<file path="config.mk">
export PLATFORM = sky130hd
export DESIGN_NAME = cycling_speed_cadence_decoder
export DESIGN_NICKNAME = d
export VERILOG_FILES = /design/src/rtl/csc_pkg.sv /design/src/rtl/csc_div.sv /design/src/rtl/csc_front.sv /design/src/rtl/csc_fifo.sv /design/src/rtl/csc_back.sv /design/src/rtl/cycling_speed_cadence_decoder.sv
export SDC_FILE = /design/constraint.sdc
export NUM_CORES = 2
export LEC_CHECK = 0
export BUFFER_PORTS_ARGS = -buffer_cell sky130_fd_sc_hd__buf_2
export CAP_MARGIN = 20
export CORE_AREA = 2 2 262 522
export DETAILED_ROUTE_END_ITERATION = 12
export DIE_AREA = 0 0 264 524
export PLACE_DENSITY = 0.62
export SLEW_MARGIN = 0
export SYNTH_ARGS = -nofsm -noshare
export SYNTH_HDL_FRONTEND = slang
export SYNTH_SLANG_ARGS = --single-unit
</file>
<file path="constraint.sdc">
create_clock -name clk -period 13.1 [get_ports clk]
set_clock_uncertainty 0.05 [all_clocks]
set_input_delay 0.655 -clock clk [delete_from_list [all_inputs] [get_ports clk]]
set_output_delay 0.655 -clock clk [all_outputs]
set_load 0.01 [all_outputs]
</file>
<file path="src/rtl/csc_pkg.sv">
package csc_pkg;

	// Flags byte bit positions
	localparam int FLAG_WHEEL = 0;
	localparam int FLAG_CRANK = 1;

	// Section lengths in bytes
	localparam logic [3:0] WHEEL_BYTES = 4'd6;
	localparam logic [3:0] CRANK_BYTES = 4'd4;
	localparam logic [3:0] POS_MAX     = 4'd15;

	// Speed: revs * circ * 36864 / (dt * 100), with 36864 = 9 << 12
	localparam logic [22:0] SPEED_DIV = 23'd100;
	localparam logic [15:0] SPEED_SAT = 16'hFFFF;

	// Cadence: revs * 6144000 / dt, with 6144000 = 375 << 14
	localparam logic [15:0] CAD_MUL = 16'd375;

	// Shared divider: 23-bit divisor, 16 quotient bits
	localparam int DIV_W  = 23;
	localparam int DIV_Q  = 16;
	localparam int DIV_CW = $clog2(DIV_Q + 1);

	// Configuration register indexes
	typedef enum logic [1:0] {
		REG_WHEEL_CIRC = 2'd0,
		REG_CAD_MAX    = 2'd1,
		REG_CAD_MIN    = 2'd2,
		REG_MISS_LIMIT = 2'd3
	} cfg_reg_t;

	localparam logic [11:0] RST_WHEEL_CIRC = 12'd2095;
	localparam logic [14:0] RST_CAD_MAX    = 15'd20000;
	localparam logic [14:0] RST_CAD_MIN    = 15'd100;
	localparam logic [1:0]  RST_MISS_LIMIT = 2'd2;

	typedef struct packed {
		logic [11:0] wheel_circ;
		logic [14:0] cad_max;
		logic [14:0] cad_min;
		logic [1:0]  miss_limit;
	} cfg_t;

	// One parsed packet, handed from the front end to the back end
	typedef struct packed {
		logic        wheel_ok;
		logic        crank_ok;
		logic        short_pkt;
		logic [31:0] wheel_count;
		logic [15:0] wheel_time;
		logic [15:0] crank_count;
		logic [15:0] crank_time;
	} pkt_rec_t;

	typedef struct packed {
		logic full;
		logic empty;
	} fifo_stat_t;

	typedef struct packed {
		logic busy;
		logic done;
	} div_stat_t;

endpackage

</file>
<file path="src/rtl/csc_div.sv">
module csc_div (
	input  logic                       clk,
	input  logic                       arst_n,
	input  logic                       start,
	input  logic [csc_pkg::DIV_W-1:0]  rem_init,
	input  logic [csc_pkg::DIV_Q-1:0]  low_init,
	input  logic [csc_pkg::DIV_W-1:0]  divisor,
	output csc_pkg::div_stat_t         stat,
	output logic [csc_pkg::DIV_Q-1:0]  quot
);

	logic [csc_pkg::DIV_CW-1:0] cnt_q;
	logic                       done_q;
	logic [csc_pkg::DIV_W-1:0]  rem_q;
	logic [csc_pkg::DIV_Q-1:0]  low_q;
	logic [csc_pkg::DIV_W-1:0]  dvsr_q;
	logic [csc_pkg::DIV_W:0]    trial;
	logic                       ge;

	// One restoring step: shift in the next dividend bit, subtract if it fits
	assign trial = {rem_q, low_q[csc_pkg::DIV_Q-1]};
	assign ge    = trial >= {1'b0, dvsr_q};

	always_ff @(posedge clk or negedge arst_n) begin
		if (!arst_n) begin
			cnt_q  <= '0;
			done_q <= 1'b0;
		end else begin
			done_q <= (cnt_q == csc_pkg::DIV_CW'(1));
			if (start) begin
				cnt_q <= csc_pkg::DIV_CW'(csc_pkg::DIV_Q);
			end else if (cnt_q != '0) begin
				cnt_q <= cnt_q - csc_pkg::DIV_CW'(1);
			end
		end
	end

	// Quotient bits shift into the low dividend register
	always_ff @(posedge clk) begin
		if (start) begin
			rem_q  <= rem_init;
			low_q  <= low_init;
			dvsr_q <= divisor;
		end else if (cnt_q != '0) begin
			if (ge) begin
				rem_q <= csc_pkg::DIV_W'(trial - {1'b0, dvsr_q});
			end else begin
				rem_q <= trial[csc_pkg::DIV_W-1:0];
			end
			low_q <= {low_q[csc_pkg::DIV_Q-2:0], ge};
		end
	end

	assign stat.busy = (cnt_q != '0);
	assign stat.done = done_q;
	assign quot      = low_q;

endmodule

</file>
<file path="src/rtl/csc_front.sv">
module csc_front (
	input  logic                  clk,
	input  logic                  arst_n,
	input  logic                  byte_valid,
	output logic                  byte_ready,
	input  logic [7:0]            data_byte,
	input  logic                  end_of_packet,
	input  csc_pkg::fifo_stat_t   fstat,
	output logic                  push,
	output csc_pkg::pkt_rec_t     rec
);

	logic [3:0]  pos_q;
	logic [1:0]  flags_q;
	logic [31:0] wc_q;
	logic [15:0] wt_q;
	logic [15:0] cc_q;
	logic [15:0] ct_q;

	logic [3:0]  pos_n;
	logic [1:0]  flags_n;
	logic [31:0] wc_n;
	logic [15:0] wt_n;
	logic [15:0] cc_n;
	logic [15:0] ct_n;
	logic [3:0]  d;
	logic [3:0]  cb;
	logic [3:0]  c;
	logic [3:0]  cb_n;
	logic        acc;

	assign byte_ready = !fstat.full;
	assign acc        = byte_valid && byte_ready;
	assign push       = acc && end_of_packet;

	// Place the byte into its field lane
	always_comb begin
		flags_n = flags_q;
		wc_n    = wc_q;
		wt_n    = wt_q;
		cc_n    = cc_q;
		ct_n    = ct_q;
		d       = pos_q - 4'd1;
		cb      = flags_q[csc_pkg::FLAG_WHEEL] ? csc_pkg::WHEEL_BYTES : 4'd0;
		c       = d - cb;
		if (pos_q == 4'd0) begin
			flags_n = data_byte[1:0];
			wc_n    = '0;
			wt_n    = '0;
			cc_n    = '0;
			ct_n    = '0;
		end else if (flags_q[csc_pkg::FLAG_WHEEL] && d < csc_pkg::WHEEL_BYTES) begin
			if (d < 4'd4) begin
				wc_n[{d[1:0], 3'b000} +: 8] = data_byte;
			end else begin
				wt_n[{d[0], 3'b000} +: 8] = data_byte;
			end
		end else if (flags_q[csc_pkg::FLAG_CRANK] && d >= cb &&
			     d < cb + csc_pkg::CRANK_BYTES) begin
			if (c < 4'd2) begin
				cc_n[{c[0], 3'b000} +: 8] = data_byte;
			end else begin
				ct_n[{c[0], 3'b000} +: 8] = data_byte;
			end
		end
		pos_n = (pos_q == csc_pkg::POS_MAX) ? pos_q : pos_q + 4'd1;
		cb_n  = flags_n[csc_pkg::FLAG_WHEEL] ? csc_pkg::WHEEL_BYTES : 4'd0;
	end

	// Check section completeness at the last byte
	always_comb begin
		rec.wheel_ok    = flags_n[csc_pkg::FLAG_WHEEL] &&
				  (pos_n >= csc_pkg::WHEEL_BYTES + 4'd1);
		rec.crank_ok    = flags_n[csc_pkg::FLAG_CRANK] &&
				  (pos_n >= cb_n + csc_pkg::CRANK_BYTES + 4'd1);
		rec.short_pkt   = (flags_n[csc_pkg::FLAG_WHEEL] && !rec.wheel_ok) ||
				  (flags_n[csc_pkg::FLAG_CRANK] && !rec.crank_ok);
		rec.wheel_count = wc_n;
		rec.wheel_time  = wt_n;
		rec.crank_count = cc_n;
		rec.crank_time  = ct_n;
	end

	// Advance byte position; restart at the flags byte after a packet
	always_ff @(posedge clk or negedge arst_n) begin
		if (!arst_n) begin
			pos_q   <= '0;
			flags_q <= '0;
		end else if (acc) begin
			if (end_of_packet) begin
				pos_q   <= '0;
				flags_q <= '0;
			end else begin
				pos_q   <= pos_n;
				flags_q <= flags_n;
			end
		end
	end

	always_ff @(posedge clk) begin
		if (acc) begin
			wc_q <= wc_n;
			wt_q <= wt_n;
			cc_q <= cc_n;
			ct_q <= ct_n;
		end
	end

`ifndef SYNTHESIS
	a_restart_after_eop: assert property (@(posedge clk) disable iff (!arst_n)
		push |=> (pos_q == 4'd0 && flags_q == 2'd0))
		else $error("front end did not restart after the last byte");
`endif

endmodule

</file>
<file path="src/rtl/csc_fifo.sv">
module csc_fifo #(
	parameter int DEPTH = 2
) (
	input  logic                 clk,
	input  logic                 arst_n,
	input  logic                 push,
	input  csc_pkg::pkt_rec_t    wr_rec,
	input  logic                 pop,
	output csc_pkg::pkt_rec_t    rd_rec,
	output csc_pkg::fifo_stat_t  stat
);

	localparam int AW = $clog2(DEPTH);
	localparam int CW = $clog2(DEPTH + 1);

	csc_pkg::pkt_rec_t mem_q [DEPTH];
	logic [AW-1:0]     wr_ptr_q;
	logic [AW-1:0]     rd_ptr_q;
	logic [CW-1:0]     count_q;

	assign stat.full  = (count_q == CW'(DEPTH));
	assign stat.empty = (count_q == '0);
	assign rd_rec     = mem_q[rd_ptr_q];

	// Advance pointers with wrap and track fill level
	always_ff @(posedge clk or negedge arst_n) begin
		if (!arst_n) begin
			wr_ptr_q <= '0;
			rd_ptr_q <= '0;
			count_q  <= '0;
		end else begin
			if (push) begin
				wr_ptr_q <= (wr_ptr_q == AW'(DEPTH - 1)) ? '0 : wr_ptr_q + AW'(1);
			end
			if (pop) begin
				rd_ptr_q <= (rd_ptr_q == AW'(DEPTH - 1)) ? '0 : rd_ptr_q + AW'(1);
			end
			if (push && !pop) begin
				count_q <= count_q + CW'(1);
			end else if (pop && !push) begin
				count_q <= count_q - CW'(1);
			end
		end
	end

	always_ff @(posedge clk) begin
		if (push) begin
			mem_q[wr_ptr_q] <= wr_rec;
		end
	end

`ifndef SYNTHESIS
	a_no_overflow: assert property (@(posedge clk) disable iff (!arst_n)
		push |-> !stat.full)
		else $error("packet queue written while full");
	a_no_underflow: assert property (@(posedge clk) disable iff (!arst_n)
		pop |-> !stat.empty)
		else $error("packet queue read while empty");
`endif

endmodule

</file>
<file path="src/rtl/csc_back.sv">
module csc_back (
	input  logic                 clk,
	input  logic                 arst_n,
	input  csc_pkg::cfg_t        cfg,
	input  csc_pkg::fifo_stat_t  fstat,
	input  csc_pkg::pkt_rec_t    rd_rec,
	output logic                 pop,
	output logic                 result_valid,
	input  logic                 result_ready,
	output logic [15:0]          speed_centi_kmh,
	output logic                 speed_known,
	output logic [14:0]          cadence_centi_rpm,
	output logic                 cadence_known,
	output logic                 short_packet
);

	typedef enum logic [10:0] {
		S_IDLE   = 11'b000_0000_0001,
		S_WHEEL  = 11'b000_0000_0010,
		S_WSCALE = 11'b000_0000_0100,
		S_WCHK   = 11'b000_0000_1000,
		S_WDIV   = 11'b000_0001_0000,
		S_CRANK  = 11'b000_0010_0000,
		S_CMIN   = 11'b000_0100_0000,
		S_CMAX   = 11'b000_1000_0000,
		S_CDEC   = 11'b001_0000_0000,
		S_CDIV   = 11'b010_0000_0000,
		S_EMIT   = 11'b100_0000_0000
	} state_t;

	state_t state_q;

	// Measurement state
	logic [31:0] prior_wc_q;
	logic [15:0] prior_wt_q;
	logic [15:0] prior_cc_q;
	logic [15:0] prior_ct_q;
	logic [15:0] speed_q;
	logic        speed_valid_q;
	logic [14:0] cad_q;
	logic        cad_valid_q;
	logic [1:0]  miss_q;
	logic        result_valid_q;

	// Per-packet working registers
	logic [31:0] wrevs_q;
	logic [15:0] wdt_q;
	logic        wheel_do_q;
	logic [15:0] crevs_q;
	logic [15:0] cdt_q;
	logic        crank_act_q;
	logic        short_q;
	logic [47:0] mul_q;
	logic [47:0] wp_q;
	logic [22:0] wd_q;
	logic [38:0] cnum_q;
	logic        hit_q;

	// Output register
	logic [15:0] out_speed_q;
	logic        out_speed_valid_q;
	logic [14:0] out_cad_q;
	logic        out_cad_valid_q;
	logic        out_short_q;

	logic [31:0] wrevs_pop;
	logic [15:0] wdt_pop;
	logic [15:0] crevs_pop;
	logic [15:0] cdt_pop;
	logic [31:0] mul_a;
	logic [15:0] mul_b;
	logic        spd_over;
	logic        cnum_gt;
	logic [1:0]  miss_inc;
	logic        emit_load;

	logic                        div_start;
	logic [csc_pkg::DIV_W-1:0]   div_rem;
	logic [csc_pkg::DIV_Q-1:0]   div_low;
	logic [csc_pkg::DIV_W-1:0]   div_dvsr;
	logic [csc_pkg::DIV_Q-1:0]   div_quot;
	csc_pkg::div_stat_t          dstat;

	csc_div u_div (
		.clk      (clk),
		.arst_n   (arst_n),
		.start    (div_start),
		.rem_init (div_rem),
		.low_init (div_low),
		.divisor  (div_dvsr),
		.stat     (dstat),
		.quot     (div_quot)
	);

	assign pop       = (state_q == S_IDLE) && !fstat.empty;
	assign wrevs_pop = rd_rec.wheel_count - prior_wc_q;
	assign wdt_pop   = rd_rec.wheel_time - prior_wt_q;
	assign crevs_pop = rd_rec.crank_count - prior_cc_q;
	assign cdt_pop   = rd_rec.crank_time - prior_ct_q;
	assign miss_inc  = (miss_q == 2'd3) ? miss_q : miss_q + 2'd1;
	assign emit_load = (state_q == S_EMIT) && (!result_valid_q || result_ready);

	// Speed overflows 16 bits when revs*circ*9 >= 16 * dt * 100
	assign spd_over  = wp_q >= {21'd0, wd_q, 4'd0};
	assign cnum_gt   = cnum_q > {8'd0, mul_q[30:0]};

	// Steer the shared multiplier and divider by step
	always_comb begin
		mul_a     = '0;
		mul_b     = '0;
		div_start = 1'b0;
		div_rem   = '0;
		div_low   = '0;
		div_dvsr  = '0;
		case (state_q)
			S_WHEEL: begin
				mul_a = wrevs_q;
				mul_b = {4'd0, cfg.wheel_circ};
			end
			S_WCHK: begin
				div_start = !spd_over;
				div_rem   = wp_q[26:4];
				div_low   = {wp_q[3:0], 12'd0};
				div_dvsr  = wd_q;
			end
			S_CRANK: begin
				mul_a = {16'd0, crevs_q};
				mul_b = csc_pkg::CAD_MUL;
			end
			S_CMIN: begin
				mul_a = {17'd0, cfg.cad_min};
				mul_b = cdt_q;
			end
			S_CMAX: begin
				mul_a = {17'd0, cfg.cad_max};
				mul_b = cdt_q;
			end
			S_CDEC: begin
				div_start = hit_q && !cnum_gt;
				div_rem   = cnum_q[38:16];
				div_low   = cnum_q[15:0];
				div_dvsr  = {7'd0, cdt_q};
			end
			default: begin
			end
		endcase
	end

	// Sequence one packet and update measurement state
	always_ff @(posedge clk or negedge arst_n) begin
		if (!arst_n) begin
			state_q        <= S_IDLE;
			prior_wc_q     <= '0;
			prior_wt_q     <= '0;
			prior_cc_q     <= '0;
			prior_ct_q     <= '0;
			speed_q        <= '0;
			speed_valid_q  <= 1'b0;
			cad_q          <= '0;
			cad_valid_q    <= 1'b0;
			miss_q         <= '0;
			result_valid_q <= 1'b0;
		end else begin
			if (result_ready && !emit_load) begin
				result_valid_q <= 1'b0;
			end
			case (state_q)
				S_IDLE: begin
					if (!fstat.empty) begin
						if (rd_rec.wheel_ok) begin
							prior_wc_q <= rd_rec.wheel_count;
							prior_wt_q <= rd_rec.wheel_time;
						end
						if (rd_rec.crank_ok) begin
							prior_cc_q <= rd_rec.crank_count;
							prior_ct_q <= rd_rec.crank_time;
						end
						state_q <= S_WHEEL;
					end
				end
				S_WHEEL: begin
					state_q <= wheel_do_q ? S_WSCALE : S_CRANK;
				end
				S_WSCALE: begin
					state_q <= S_WCHK;
				end
				S_WCHK: begin
					if (spd_over) begin
						speed_q       <= csc_pkg::SPEED_SAT;
						speed_valid_q <= 1'b1;
						state_q       <= S_CRANK;
					end else begin
						state_q <= S_WDIV;
					end
				end
				S_WDIV: begin
					if (dstat.done) begin
						speed_q       <= div_quot;
						speed_valid_q <= 1'b1;
						state_q       <= S_CRANK;
					end
				end
				S_CRANK: begin
					if (!crank_act_q) begin
						state_q <= S_EMIT;
					end else if (cdt_q == 16'd0) begin
						if (miss_q > cfg.miss_limit) begin
							cad_q       <= '0;
							cad_valid_q <= 1'b1;
						end
						miss_q  <= miss_inc;
						state_q <= S_EMIT;
					end else begin
						state_q <= S_CMIN;
					end
				end
				S_CMIN: begin
					state_q <= S_CMAX;
				end
				S_CMAX: begin
					state_q <= S_CDEC;
				end
				S_CDEC: begin
					if (!hit_q) begin
						miss_q  <= miss_inc;
						state_q <= S_EMIT;
					end else begin
						miss_q  <= '0;
						state_q <= cnum_gt ? S_EMIT : S_CDIV;
					end
				end
				S_CDIV: begin
					if (dstat.done) begin
						cad_q       <= div_quot[14:0];
						cad_valid_q <= 1'b1;
						state_q     <= S_EMIT;
					end
				end
				S_EMIT: begin
					if (emit_load) begin
						result_valid_q <= 1'b1;
						state_q        <= S_IDLE;
					end
				end
				default: begin
					state_q <= S_IDLE;
				end
			endcase
		end
	end

	// Working values and output payload
	always_ff @(posedge clk) begin
		mul_q <= mul_a * mul_b;
		if (pop) begin
			wrevs_q     <= wrevs_pop;
			wdt_q       <= wdt_pop;
			wheel_do_q  <= rd_rec.wheel_ok && (prior_wt_q != 16'd0) && (wdt_pop != 16'd0);
			crevs_q     <= crevs_pop;
			cdt_q       <= cdt_pop;
			crank_act_q <= rd_rec.crank_ok && (prior_ct_q != 16'd0);
			short_q     <= rd_rec.short_pkt;
		end
		if (state_q == S_WSCALE) begin
			wp_q <= {mul_q[44:0], 3'd0} + mul_q;
			wd_q <= 23'(wdt_q) * csc_pkg::SPEED_DIV;
		end
		if (state_q == S_CMIN) begin
			cnum_q <= {mul_q[24:0], 14'd0};
		end
		if (state_q == S_CMAX) begin
			hit_q <= cnum_gt;
		end
		if (emit_load) begin
			out_speed_q       <= speed_q;
			out_speed_valid_q <= speed_valid_q;
			out_cad_q         <= cad_q;
			out_cad_valid_q   <= cad_valid_q;
			out_short_q       <= short_q;
		end
	end

	assign result_valid      = result_valid_q;
	assign speed_centi_kmh   = out_speed_q;
	assign speed_known       = out_speed_valid_q;
	assign cadence_centi_rpm = out_cad_q;
	assign cadence_known     = out_cad_valid_q;
	assign short_packet      = out_short_q;

`ifndef SYNTHESIS
	a_div_idle_at_start: assert property (@(posedge clk) disable iff (!arst_n)
		div_start |-> !dstat.busy)
		else $error("divider started while busy");
	a_div_done_in_wait: assert property (@(posedge clk) disable iff (!arst_n)
		dstat.done |-> (state_q == S_WDIV || state_q == S_CDIV))
		else $error("divider finished outside a wait step");
	a_speed_known_sticky: assert property (@(posedge clk) disable iff (!arst_n)
		speed_valid_q |=> speed_valid_q)
		else $error("speed valid dropped");
`endif

endmodule

</file>
<file path="src/rtl/cycling_speed_cadence_decoder.sv">
// Bytes are taken one per cycle while the packet queue has room.
// The back end works on one packet at a time: up to two waits on the shared restoring
// divider (speed, then cadence) plus the multiply and compare steps, before the packet's
// result turns valid.
// Reset (arst_n low) clears all measurement state and the queue at once and
// loads the configuration registers with their default values.
module cycling_speed_cadence_decoder #(
	parameter int FIFO_DEPTH = 2
) (
	input  logic        clk,
	input  logic        arst_n,
	input  logic        byte_valid,
	output logic        byte_ready,
	input  logic [7:0]  data_byte,
	input  logic        end_of_packet,
	output logic        result_valid,
	input  logic        result_ready,
	output logic [15:0] speed_centi_kmh,
	output logic        speed_known,
	output logic [14:0] cadence_centi_rpm,
	output logic        cadence_known,
	output logic        short_packet,
	input  logic        cfg_we,
	input  logic [1:0]  cfg_index,
	input  logic [14:0] cfg_data
);

	csc_pkg::cfg_t       cfg_q;
	csc_pkg::fifo_stat_t fstat;
	csc_pkg::pkt_rec_t   wr_rec;
	csc_pkg::pkt_rec_t   rd_rec;
	logic                push;
	logic                pop;

	// Hold configuration registers
	always_ff @(posedge clk or negedge arst_n) begin
		if (!arst_n) begin
			cfg_q.wheel_circ <= csc_pkg::RST_WHEEL_CIRC;
			cfg_q.cad_max    <= csc_pkg::RST_CAD_MAX;
			cfg_q.cad_min    <= csc_pkg::RST_CAD_MIN;
			cfg_q.miss_limit <= csc_pkg::RST_MISS_LIMIT;
		end else if (cfg_we) begin
			case (csc_pkg::cfg_reg_t'(cfg_index))
				csc_pkg::REG_WHEEL_CIRC: cfg_q.wheel_circ <= cfg_data[11:0];
				csc_pkg::REG_CAD_MAX:    cfg_q.cad_max    <= cfg_data;
				csc_pkg::REG_CAD_MIN:    cfg_q.cad_min    <= cfg_data;
				csc_pkg::REG_MISS_LIMIT: cfg_q.miss_limit <= cfg_data[1:0];
				default: begin
				end
			endcase
		end
	end

	csc_front u_front (
		.clk           (clk),
		.arst_n        (arst_n),
		.byte_valid    (byte_valid),
		.byte_ready    (byte_ready),
		.data_byte     (data_byte),
		.end_of_packet (end_of_packet),
		.fstat         (fstat),
		.push          (push),
		.rec           (wr_rec)
	);

	csc_fifo #(
		.DEPTH (FIFO_DEPTH)
	) u_fifo (
		.clk    (clk),
		.arst_n (arst_n),
		.push   (push),
		.wr_rec (wr_rec),
		.pop    (pop),
		.rd_rec (rd_rec),
		.stat   (fstat)
	);

	csc_back u_back (
		.clk               (clk),
		.arst_n            (arst_n),
		.cfg               (cfg_q),
		.fstat             (fstat),
		.rd_rec            (rd_rec),
		.pop               (pop),
		.result_valid      (result_valid),
		.result_ready      (result_ready),
		.speed_centi_kmh   (speed_centi_kmh),
		.speed_known       (speed_known),
		.cadence_centi_rpm (cadence_centi_rpm),
		.cadence_known     (cadence_known),
		.short_packet      (short_packet)
	);

endmodule

</file>
==> insert_results.sql <==
INSERT INTO impl_metrics (metric_group, metric, value, unit) VALUES
('floorplan', 'floorplan.rows', '190', ''),
('setup_path', 'worst-endpoint-required', '13590', 'ps'),
('logic_synthesis', 'synthArstFlopShare', '24.8', '%'),
('clock_network', 'clock_path_buffers', '3', ''),
('setup_path', 'worst_path_most_repeated_cell', 'sky130_fd_sc_hd__fa_1', ''),
('logic_synthesis', 'synth.distinct_cells', '88', ''),
('setup_path', 'rrSetupSlack', '2980', 'ps'),
('route', 'drt_first_iter_violations', '1981', ''),
('final_layout', 'drive_above_1_share', '8.13', '%'),
('final_layout', 'filler_cell_count', '12790', ''),
('route', 'maxUsedRoutingLayer', 'met5', ''),
('floorplan', 'io-pin-count', '67', ''),
('timing', 'max_slew.worst_pin.slew', '1300', 'ps'),
('job', 'max_cap_violations', '0', ''),
('route', 'wl_met2', '77.7', 'mm'),
('timing', 'finalWorstPathRequiredPeriod', '10120', 'ps'),
('global_routing', 'first_global_vias', '39484', ''),
('logic_synthesis', 'syn_inst', '5059', ''),
('setup_path', 'critical_path_start_end_classification', 'reg2reg', ''),
('min_path', 'min_delay_worst_endpoint', 'cfg_q[29]', ''),
('power', 'total_leakage_power', '25.2', 'nW'),
('route', 'detailed_routing_iterations_pass_1', '5', ''),
('setup_path', 'crit_path_start_kind', 'flop', ''),
('route', 'wl', '143', 'mm'),
('setup_path', 'worstPathArrival', '10610', 'ps'),
('logic_synthesis', 'postSynth.topFlopCell', 'sky130_fd_sc_hd__edfxtp_1', ''),
('final_layout', 'final_nets', '5985', ''),
('setup_path', 'worstReg2RegEnd', 'u_back.mul_q[45]', ''),
('run_status', 'outcome', 'complete, no violations', ''),
('power', 'power.density_cell_area', '226', 'nW/um2'),
('route', 'route.detailed.drc', '0', ''),
('route', 'vias', '36787', ''),
('timing', 'final.hold.worst_slack', '166', 'ps'),
('floorplan', 'core_area', '134000', 'um2'),
('min_path', 'hp-start', 'cfg_data[12]', ''),
('placement', 'place_hpwl', '113', 'mm'),
('clock_network', 'clock-root-buffer', 'sky130_fd_sc_hd__clkbuf_16', ''),
('global_routing', 'grt_use_total', '20.9', '%'),
('route', 'drt-met1-wl', '48.2', 'mm'),
('logic_synthesis', 'syn_avg_cell_area', '10.5', 'um2'),
('logic_synthesis', 'synth_area', '53400', 'um2'),
('setup_path', 'timing.critical_path.slowest_cell_delay', '970', 'ps'),
('timing', 'finalCritPeriodShare', '77.3', '%'),
('setup_path', 'crit_fanout', '41', ''),
('clock_network', 'number_of_clock_buffers_inserted_by_tritoncts', '73', ''),
('timing', 'maxSlewViolCount', '0', ''),
('logic_synthesis', 'synth_enable_flop_cells', '520', ''),
('timing', 'finalSetupViolCount', '0', ''),
('placement', 'port_buffers', '66', ''),
('setup_path', 'rr_worst_depth', '29', ''),
('floorplan', 'initial_utilization', '39.8', '%'),
('route', 'met3_length', '5.80', 'mm'),
('clock_network', 'insertion_delay', '710', 'ps'),
('timing', 'fmaxAchievable', '98.8', 'MHz'),
('timing', 'maxSlewHeadroom', '13.4', '%'),
('timing', 'hold_viol', '0', ''),
('clock_network', 'clock_transition_at_the_registers_of_the_reported_paths', '70', 'ps'),
('floorplan', 'die_area', '138000', 'um2'),
('global_routing', 'grt_overflow', '0', ''),
('global_routing', 'grt_first_pass_wirelength', '221', 'mm'),
('setup_path', 'crit_slowest_cell', 'sky130_fd_sc_hd__a221o_1', ''),
('timing', 'grt_setup_unrepaired', 'no', ''),
('logic_synthesis', 'post_synthesis_sequential_area_ratio', '39.9', '%'),
('clock_network', 'cts_post_setup_buffers_inserted', '0', ''),
('global_routing', 'grt_max_degree', '83', ''),
('power', 'irDropWorstVdd', '0.179', 'mV'),
('placement', 'gp_congestion', '0.940', ''),
('route', 'detail_route.vias_per_cell', '5.31', ''),
('route', 'drtAntennaViolNets', '0', ''),
('min_path', 'min-delay-path-class', 'in2reg', ''),
('logic_synthesis', 'ys.warnings.count', '0', ''),
('clock_network', 'cts.sinks', '755', ''),
('logic_synthesis', 'ys_seq_elements', '755', ''),
('clock_network', 'tritoncts_clock_tree', 'yes', ''),
('timing', 'tns', '0', 'ps'),
('min_path', 'hold-path-cell-count', '2', ''),
('route', 'route.detailed.wl_per_inst', '20.6', 'um'),
('final_layout', 'areaGrowthSynthToFinish', '10.3', '%'),
('floorplan', 'fp.dieW', '264', 'um'),
('setup_path', 'r2r_path_start', 'u_back.state_q[4]', ''),
('global_routing', 'antenna_found_initial', '15', ''),
('clock_network', 'cts_max_level', '3', ''),
('floorplan', 'die_height', '524', 'um'),
('setup_path', 'worstSetupEndpointType', 'flop', '');
logic make-up after synthesis:
family / Yosys count / synth area share [%]
simple gates: 1406 / 11.8
mux: 186 / 3.76
xor+xnor: 183 / 3.02
compound gates: 817 / 9.99
other cells: 2 / 0.0141
fa+ha+maj: 810 / 25.1
buf+inv: 900 / 6.39
flops: 755 / 39.9
critical path, delay by kind of cell, from the launching register on:
family | cells | cell delay (ps)
adders and majority gates | 7 | 3460
AOI/OAI and AO/OA | 7 | 2700
buffers and inverters | 7 | 1290
DFF | 1 | 460
and+or+nand+nor | 7 | 1820
xor gates and xnor gates | 1 | 150
power by group:
| part | leakage (nW) | internal [W] | switching, W | total (W) |
|---|---|---|---|---|
| Combinational | 16.3 | 0.00268 | 0.00403 | 0.00671 |
| Sequential | 7.60 | 0.00378 | 0.000496 | 0.00428 |
| Clock | 1.28 | 0.00132 | 0.000997 | 0.00231 |
| Total | 25.2 | 0.00778 | 0.00552 | 0.0133 |
routing by layer:
layer	track usage, %	vias to the layer above
met1	20.1	18209
met4	14.5	26
met3	3.03	444
met5	0	-
met2	40.5	907
li1	-	17201
registers in the layout (all words and copies together), names as in the netlist, 25 cells and up:
name               cells
u_back.mul_q          48
u_back.cnum_q         25
cfg_q                 44
u_fifo.mem_q         166
u_back.wp_q           48
u_back.wrevs_q        32
u_front.wc_q          32
u_back.prior_wc_q     32
cell usage in the layout, fill, tap and decap left out, types with 45 or more instances in the layout:
cell type and n:
sky130_fd_sc_hd__nand3_1 85, sky130_fd_sc_hd__dfxtp_1 48, sky130_fd_sc_hd__edfxtp_1 520, sky130_fd_sc_hd__clkbuf_16 76
sky130_fd_sc_hd__and2_1 54, sky130_fd_sc_hd__nand2_1 531, sky130_fd_sc_hd__a21oi_1 224, sky130_fd_sc_hd__o21ai_1 72
sky130_fd_sc_hd__mux2i_1 69, sky130_fd_sc_hd__ha_1 374, sky130_fd_sc_hd__nor2_1 439, sky130_fd_sc_hd__buf_2 65
sky130_fd_sc_hd__inv_1 722, sky130_fd_sc_hd__xor2_1 51, sky130_fd_sc_hd__fa_1 436, sky130_fd_sc_hd__mux2_2 117
sky130_fd_sc_hd__conb_1 68, sky130_fd_sc_hd__nor3_1 45, sky130_fd_sc_hd__a21o_1 86, sky130_fd_sc_hd__dfrtp_1 170
sky130_fd_sc_hd__xnor2_1 131, sky130_fd_sc_hd__o21ai_0 113
cell usage after synthesis (42+ instances only):
library cell | number | area, um2
sky130_fd_sc_hd__mux2i_1 | 69 | 691
sky130_fd_sc_hd__and2_1 | 54 | 338
sky130_fd_sc_hd__dfxtp_1 | 48 | 961
sky130_fd_sc_hd__nand3_1 | 86 | 430
sky130_fd_sc_hd__nor2_1 | 442 | 1660
sky130_fd_sc_hd__dfrtp_1 | 171 | 4280
sky130_fd_sc_hd__fa_1 | 436 | 8730
sky130_fd_sc_hd__o21ai_0 | 113 | 566
sky130_fd_sc_hd__nand2b_1 | 42 | 263
sky130_fd_sc_hd__a21oi_1 | 224 | 1120
sky130_fd_sc_hd__clkbuf_1 | 140 | 526
sky130_fd_sc_hd__edfxtp_1 | 520 | 15600
sky130_fd_sc_hd__o21ai_1 | 73 | 365
sky130_fd_sc_hd__nand2_1 | 531 | 1990
sky130_fd_sc_hd__mux2_2 | 117 | 1320
sky130_fd_sc_hd__nor3_1 | 45 | 225
sky130_fd_sc_hd__a21o_1 | 86 | 646
sky130_fd_sc_hd__ha_1 | 374 | 4680
sky130_fd_sc_hd__xnor2_1 | 131 | 1150
sky130_fd_sc_hd__inv_1 | 724 | 2720
sky130_fd_sc_hd__xor2_1 | 51 | 447
how the worst max path moves through the flow:
| stage | from | to | slack, ps | cells past startpoint |
|---|---|---|---|---|
| after detailed placement | u_back.state_q[4] | u_back.mul_q[45] | 3000 | 29 |
| after global routing | u_back.state_q[4] | u_back.mul_q[45] | 2490 | 29 |
| after floorplan | u_back.state_q[4] | u_back.state_q[5] | 3710 | 6 |
| final | u_back.state_q[4] | u_back.mul_q[45] | 2980 | 29 |
| after CTS | u_back.state_q[4] | u_back.mul_q[45] | 2920 | 26 |
| after global placement | u_back.state_q[4] | u_back.mul_q[45] | 3190 | 29 |
stage by stage:
| stage | util [%] | setup WS (ps) | power (W) | cells | instance area, um2 |
|---|---|---|---|---|---|
| 3_3_place_gp | 41.8 | 3190 | 0.0109 | 6788 | 56000 |
| 6_report | 43.9 | 2980 | 0.0133 | 6933 | 58800 |
| 2_1_floorplan | - | 3710 | 0.00918 | 5125 | 53600 |
| 4_1_cts | 43.8 | 2920 | 0.0134 | 6924 | 58700 |
| 3_5_place_dp | 41.8 | 3000 | 0.0110 | 6789 | 56000 |
| 5_1_grt | 43.9 | 2490 | 0.0144 | 6932 | 58800 |
timing repair:
item,4_1_cts,5_1_grt
hold buffers,1,0
gates resized for setup,0,0
endpoints found under the hold margin,67,0
final cells by class:
type	instances	area, um2	area share, %
inverters	726	2730	4.64
diodes	2	5.00	0.00851
repair buffers	118	838	1.42
clock inverters	44	634	1.08
well taps	1728	2160	3.67
multi-input cells	3470	29200	49.6
flip-flops and latches	755	21300	36.2
clock buffers	90	2010	3.42
Power figures use the tool's default switching activity.
